<file path="src/hdl/gswcpm_pkg.sv">
`timescale 1ns / 1ps
// ----------------------------------------------------------------------------
// gswcpm_pkg: shared types and constants for the sliding-window CPM core
// Field widths and the saturation limit of the counts-per-minute reading.
// ----------------------------------------------------------------------------
package gswcpm_pkg;

  localparam int CNT_W   = 16;
  localparam int CPM_W   = 20;
  localparam int TOTAL_W = 32;

  typedef logic [CNT_W-1:0]   count_t;
  typedef logic [CPM_W-1:0]   cpm_t;
  typedef logic [TOTAL_W-1:0] total_t;

  localparam cpm_t CPM_MAX = {CPM_W{1'b1}};

endpackage

</file>
<file path="src/hdl/geiger_sliding_window_cpm_core.sv">
`timescale 1ns / 1ps
// An accepted input word passes through the input register, then the result register.
// Throughput: one word per cycle while result_stall is low, set by the running-sum update.
// The ring memory reads the next oldest count one word ahead, so no read waits.
// Reset (rst, synchronous): clears sum, total, peak, uptime, position and warm-up
// count at once; the ring itself is not cleared, unwritten entries are masked.
// ----------------------------------------------------------------------------
// geiger_sliding_window_cpm_core: sliding-window counts per minute
// Sums the last WINDOW interval counts and tracks total, peak and uptime.
// ----------------------------------------------------------------------------
module geiger_sliding_window_cpm_core #(
  parameter int WINDOW           = 12,
  parameter int SECONDS_PER_ITEM = 5
) (
  input  logic                  clk,
  input  logic                  rst,
  input  logic                  item_valid,
  output logic                  item_stall,
  input  gswcpm_pkg::count_t    interval_count,
  output logic                  result_valid,
  input  logic                  result_stall,
  output gswcpm_pkg::cpm_t      counts_per_minute,
  output gswcpm_pkg::total_t    running_total,
  output gswcpm_pkg::cpm_t      peak_cpm,
  output logic                  reading_valid,
  output gswcpm_pkg::total_t    uptime_seconds
);
  import gswcpm_pkg::*;

  // Exact sum width: WINDOW counts of CNT_W bits each.
  localparam int SUM_W  = CNT_W + $clog2(WINDOW);
  localparam int CMP_W  = (SUM_W > CPM_W) ? SUM_W : CPM_W;
  localparam int POS_W  = $clog2(WINDOW);
  localparam int WARM_W = $clog2(WINDOW + 1);
  localparam logic [POS_W-1:0]  POS_LAST  = POS_W'(WINDOW - 1);
  localparam logic [WARM_W-1:0] WARM_FULL = WARM_W'(WINDOW);
  localparam total_t            STEP      = TOTAL_W'(SECONDS_PER_ITEM);

  // Input register: one word of buffering in front of the update logic.
  logic   item_full;
  count_t item_count;
  logic   item_accept;
  logic   advance;

  // Window state.
  count_t            ring [WINDOW];
  count_t            oldest;
  logic [POS_W-1:0]  ring_position;
  logic [POS_W-1:0]  ring_position_next;
  logic [SUM_W-1:0]  window_sum;
  logic [SUM_W-1:0]  window_sum_next;
  logic [WARM_W-1:0] warmup_items;
  logic              warm_done;
  count_t            oldest_use;
  logic [CMP_W-1:0]  sum_cmp;
  cpm_t              cpm;
  cpm_t              peak_next;

  // Move the held word into the result register whenever that register is
  // empty or being drained this cycle.
  assign advance     = item_full && (!result_valid || !result_stall);
  assign item_stall  = item_full && !advance;
  assign item_accept = item_valid && !item_stall;

  always_ff @(posedge clk) begin
    if (rst) begin
      item_full <= 1'b0;
    end else if (item_accept) begin
      item_full <= 1'b1;
    end else if (advance) begin
      item_full <= 1'b0;
    end
  end

  always_ff @(posedge clk) begin
    if (item_accept) begin
      item_count <= interval_count;
    end
  end

  // Until the ring has wrapped once, the entry being overwritten was never
  // written and counts as zero.
  assign warm_done          = (warmup_items == WARM_FULL);
  assign oldest_use         = warm_done ? oldest : '0;
  assign ring_position_next = (ring_position == POS_LAST) ? '0 : ring_position + 1'b1;
  assign window_sum_next    = window_sum - SUM_W'(oldest_use) + SUM_W'(item_count);

  // Saturate the reading at the field limit.
  assign sum_cmp   = CMP_W'(window_sum_next);
  assign cpm       = (sum_cmp > CMP_W'(CPM_MAX)) ? CPM_MAX : CPM_W'(sum_cmp);
  assign peak_next = (cpm > peak_cpm) ? cpm : peak_cpm;

  // Ring memory: write the new count, prefetch the entry that the next word
  // will overwrite. Addresses always differ when WINDOW is at least two.
  always_ff @(posedge clk) begin
    if (advance) begin
      ring[ring_position] <= item_count;
      oldest              <= ring[ring_position_next];
    end
  end

  // Control and accumulated state; total, peak and uptime drive the ports.
  always_ff @(posedge clk) begin
    if (rst) begin
      result_valid   <= 1'b0;
      ring_position  <= '0;
      window_sum     <= '0;
      warmup_items   <= '0;
      running_total  <= '0;
      peak_cpm       <= '0;
      uptime_seconds <= '0;
    end else begin
      if (advance) begin
        result_valid   <= 1'b1;
        ring_position  <= ring_position_next;
        window_sum     <= window_sum_next;
        running_total  <= running_total + TOTAL_W'(item_count);
        peak_cpm       <= peak_next;
        uptime_seconds <= uptime_seconds + STEP;
        if (!warm_done) begin
          warmup_items <= warmup_items + 1'b1;
        end
      end else if (!result_stall) begin
        result_valid <= 1'b0;
      end
    end
  end

  // Result payload: hold while stalled, load on advance.
  always_ff @(posedge clk) begin
    if (advance) begin
      counts_per_minute <= cpm;
      reading_valid     <= warm_done && (cpm != '0);
    end
  end

`ifndef SYNTHESIS
  a_peak_covers_cpm: assert property (@(posedge clk) disable iff (rst)
    result_valid |-> peak_cpm >= counts_per_minute)
    else $error("peak_cpm below counts_per_minute");

  a_valid_nonzero: assert property (@(posedge clk) disable iff (rst)
    (result_valid && reading_valid) |-> counts_per_minute != '0)
    else $error("reading_valid with zero counts_per_minute");

  a_warmup_void: assert property (@(posedge clk) disable iff (rst)
    (advance && !warm_done) |=> !reading_valid)
    else $error("reading_valid during warm-up");

  a_position_range: assert property (@(posedge clk) disable iff (rst)
    ring_position <= POS_LAST)
    else $error("ring_position out of range");

  a_uptime_step: assert property (@(posedge clk) disable iff (rst)
    advance |=> uptime_seconds == $past(uptime_seconds) + STEP)
    else $error("uptime did not advance by one step");
`endif

endmodule

</file>
<file path="config.mk">
export PLATFORM = sky130hd
export DESIGN_NAME = geiger_sliding_window_cpm_core
export DESIGN_NICKNAME = d
export VERILOG_FILES = /design/src/hdl/gswcpm_pkg.sv /design/src/hdl/geiger_sliding_window_cpm_core.sv
export SDC_FILE = /design/constraint.sdc
export NUM_CORES = 1
export LEC_CHECK = 0
export ABC_AREA = 1
export BUFFER_PORTS_ARGS = -buffer_cell sky130_fd_sc_hd__buf_2
export CORE_UTILIZATION = 68
export CTS_BUF_LIST = sky130_fd_sc_hd__clkbuf_4
export DETAILED_ROUTE_END_ITERATION = 7
export PLACE_DENSITY = 0.92
export SLEW_MARGIN = 20
export SYNTH_ARGS = -nofsm -noshare
export SYNTH_HDL_FRONTEND = slang
export SYNTH_SLANG_ARGS = --single-unit
</file>
<file path="constraint.sdc">
create_clock -name clk -period 12 [get_ports clk]
set_input_delay 1.2 -clock clk [delete_from_list [all_inputs] [get_ports clk]]
set_output_delay 1.2 -clock clk [all_outputs]
set_load 0.005 [all_outputs]
</file>
==> reports/metrics.csv <==
stage,metric,value,unit
status,outcome,finished clean,
power_and_ir_drop,part of the power in registers,47.3,%
timing,clock skew,0.0612,ns
cells_and_area,ratio of cells with drive above 1 in the final layout,14.5,%
setup_path,"Data arrival, critical path",6.03,ns
global_routing,met2 Use GR,58.1,%
cells_and_area,most frequent cells in the layout,"nand2_1, inv_1, nor2_1",
synthesis,"Top FF cell, synth",edfxtp_1,
place,Placed Area,0.0184,mm2
floorplan,Initial Util,69.3,%
timing,setup tns final,0,ns
synthesis,register area share after synthesis,55.2,%
cts,TritonCTS Buffers,88,
synthesis,syn avg cell area,9.10,um2
routing,Post-DRT Antenna Nets,0,
cts,maximum clock insertion buffer count,3,
global_routing,GRT met3 Usage,7.56,%
setup_path,crit path max-delay cell type,nand2_1,
cts,Skew-Pair Late Insertion Delay,0.76,ns
setup_path,nature of the critical path startpoint,flip-flop,
synthesis,number of synthesized flops with an enable pin,245,
cells_and_area,Synth-to-Final Area Change,11.6,%
cells_and_area,fin nets,2187,
synthesis,"FFs w/ async S/R, synth",0,%
setup_path,WS Path Type,reg2reg,
cts,post_cts resized,0,
setup_path,CP Data Required Time,12.62,ns
power_and_ir_drop,maximum vdd ir drop,146,uV
cts,# hold bufs at CTS,0,
timing,fin crit period,5.41,ns
timing,Slew HR,25.7,%
routing,DRC viols,0,
timing,Final Cycle Share,45.1,%
worst_hold_path,Worst Hold Launch,uptime_seconds[20],
timing,Tightest Pin Transition,1.11,ns
cts,"Reg clk slew, reported paths",0.07,ns
synthesis,post-synth cell types,45,
routing,vias per cell,5.96,
cts,TritonCTS clock tree,built,
floorplan,# rows,58,
run,max_cap viols,0,
routing,total number of vias,14800,
global_routing,global-route wire length before repair,71.9,mm
global_routing,grt total ovfl,0,
place,dpl ws,6.67,ns
worst_hold_path,Hold Crit Class,reg2reg,
cells_and_area,"commonest non-fill, non-tap cell in the layout",nand2_1,
timing,Hold Fails Final Rpt,0,
synthesis,Synth Register Bits,359,
cts,htree depth,3,
power_and_ir_drop,Psw,0.959,mW
power_and_ir_drop,clock share of power,32.1,%
global_routing,Overall Global Routing Usage,35.3,%
timing,RSZ-0062 raised after global routing,false,
global_routing,GRT busiest layer,met2,
synthesis,Synthesized Nets,2018,
synthesis,Yosys warnings,0,
routing,DRT Pass-1 Iters,6,
cts,root buffer selected by CTS,clkbuf_4,
routing,final wirelength,45.7,mm
cells_and_area,fin area,0.0195,mm2
global_routing,largest net degree at the start of global routing,98,
cts,clk sink count,359,
synthesis,synthesized cell area,0.0174,mm2
routing,Iter 0 DRT Violations,1802,
power_and_ir_drop,Pint,2.07,mW
floorplan,die area,0.0263,mm2
timing,achievable clock frequency,185,MHz
cts,"Setup Fix Bufs, Post-CTS",0,
place,Port Buffers,126,
setup_path,"critical path fanouts, max",22,
setup_path,"most used cell, CP",nor2_1,
floorplan,Die Ht,162,um
synthesis,Synth Instances,1918,
power_and_ir_drop,Leak,8.27,nW
setup_path,critical path launch point,warmup_items[1],
floorplan,Core Area,0.0252,mm2
global_routing,global-route track usage on met1,43.8,%
setup_path,ordered cell list for the critical path,"inv_1, ha_1, nand3_1, nor2_1, fa_1, inv_1, ha_1, nand2_1, nor2_1, inv_1, nor2_1, nand3_1, nand4_1, nand2_1, ha_1, nand2_1, nor2_1, nand2_1, nor3_2, a31oi_1, nand2_1, inv_2, nor2_1, nor2_1",
timing,final setup fails,0,
setup_path,R2R Path Start,warmup_items[1],
timing,hold slack,0.467,ns
floorplan,# IOs,127,
routing,DR WL/cell,18.4,um
power_and_ir_drop,Sw Share,31.7,%
timing,Final Max Tran Viols,0,
floorplan,die width,162,um
global_routing,initial antenna violation count,1,
setup_path,r2r setup slk,6.59,ns
setup_path,"slowest stage delay, CP",0.53,ns
place,hpwl dp,28.8,mm
global_routing,vias in the first global route,14500,
power_and_ir_drop,Cell Pwr Density,155,mW/mm2
setup_path,CP Capture Type,flip-flop,
place,gp weighted congestion,0.949,
timing,worst setup margin,6.59,ns
power_and_ir_drop,Comb power frac,20.6,%
-- final timing paths --
check                       endpoint  cells after the start
setup / recovery         peak_cpm[1]                     24
hold / removal    uptime_seconds[20]                      2
setup reg to reg         peak_cpm[1]                     24
hold reg to reg   uptime_seconds[20]                      2
-- layout make-up --
class                   count  area (um2)
clock buffers             122         916
flip-flops and latches    359        9640
fillers                  1537        5700
multi-input cells        1220        6550
repair buffers            146         781
clock inverters            33         149
inverters                 272        1020
diodes                      2        5.00
well taps                 330         413
-- logic make-up after synthesis --
logic type / Yosys count / synth area share [%]
AO/OA/AOI/OAI: 345 / 10.9
XOR/XNOR: 28 / 1.41
adder cells (fa/ha/maj): 80 / 6.47
buffers and inverters: 339 / 7.51
flip-flops: 359 / 55.2
AND/OR/NAND/NOR: 767 / 18.5
-- metrics by stage --
step                      cells  utilization [%]  power, mW
final                      2484             77.3       3.02
after global routing       2483             77.3       3.17
after CTS                  2482             77.3       3.01
after detailed placement   2327             73.1       2.05
after global placement     2327             73.1       2.02
after floorplan            1918                -       1.86
-- sequential cells by signal (all words and copies together) (netlist names) --
register and count:
ring_position 4, counts_per_minute 20, item_full 1, running_total 32, item_count 16, uptime_seconds 32, warmup_items 4, window_sum 20
ring 192, result_valid 1, reading_valid 1, oldest 16, peak_cpm 20
-- per-layer routing --
metal,wire length (um),share of wire (%)
met1,16600,36
met3,5100,11
met4,2120,4.6
met5,0,0
met2,21900,48
-- critical path, delay by kind of cell, from the launching register on --
| family | cells | cell delay (ns) |
|---|---|---|
| AOI/OAI and AO/OA | 1 | 0.10 |
| buffers and inverters | 4 | 0.50 |
| and+or+nand+nor | 15 | 2.87 |
| DFF | 1 | 0.40 |
| adders and majority gates | 4 | 1.42 |
-- power by group through the flow --
stage	logic [mW]	registers [mW]	clock network, mW
2_1_floorplan	0.416	1.45	0
3_5_place_dp	0.598	1.46	0
3_3_place_gp	0.562	1.45	0
5_1_grt	0.698	1.43	1.04
4_1_cts	0.608	1.43	0.975
6_report	0.623	1.43	0.971
-- Yosys cell counts, types with 2 or more instances --
| cell | n | area share (%) |
|---|---|---|
| nand3_1 | 106 | 3.0 |
| o21ai_0 | 165 | 4.7 |
| xor2_1 | 17 | 0.85 |
| o21bai_1 | 3 | 0.13 |
| clkbuf_1 | 47 | 1.0 |
| inv_2 | 3 | 0.065 |
| nand3b_1 | 3 | 0.13 |
| a211oi_1 | 2 | 0.086 |
| o221ai_1 | 17 | 0.85 |
| a31oi_1 | 5 | 0.18 |
| clkinv_1 | 3 | 0.065 |
| ha_1 | 63 | 4.5 |
| buf_1 | 4 | 0.086 |
| nor2_2 | 4 | 0.14 |
| nand2_2 | 7 | 0.25 |
| buf_4 | 2 | 0.086 |
| o21ai_1 | 4 | 0.11 |
| edfxtp_1 | 245 | 42 |
| inv_1 | 266 | 5.7 |
| nor4_1 | 4 | 0.14 |
| xnor2_1 | 11 | 0.55 |
| o22ai_1 | 18 | 0.65 |
| fa_1 | 17 | 2.0 |
| a21oi_1 | 105 | 3.0 |
| nand2_1 | 318 | 6.8 |
| o21a_1 | 2 | 0.086 |
| nand4_1 | 22 | 0.79 |
| buf_6 | 2 | 0.13 |
| nor2_1 | 263 | 5.7 |
| o211ai_1 | 16 | 0.69 |
| buf_2 | 12 | 0.34 |
| a21o_1 | 4 | 0.17 |
| nor2_4 | 3 | 0.19 |
| dfxtp_1 | 114 | 13 |
| nor3_1 | 31 | 0.89 |
Power figures use the tool's default switching activity.
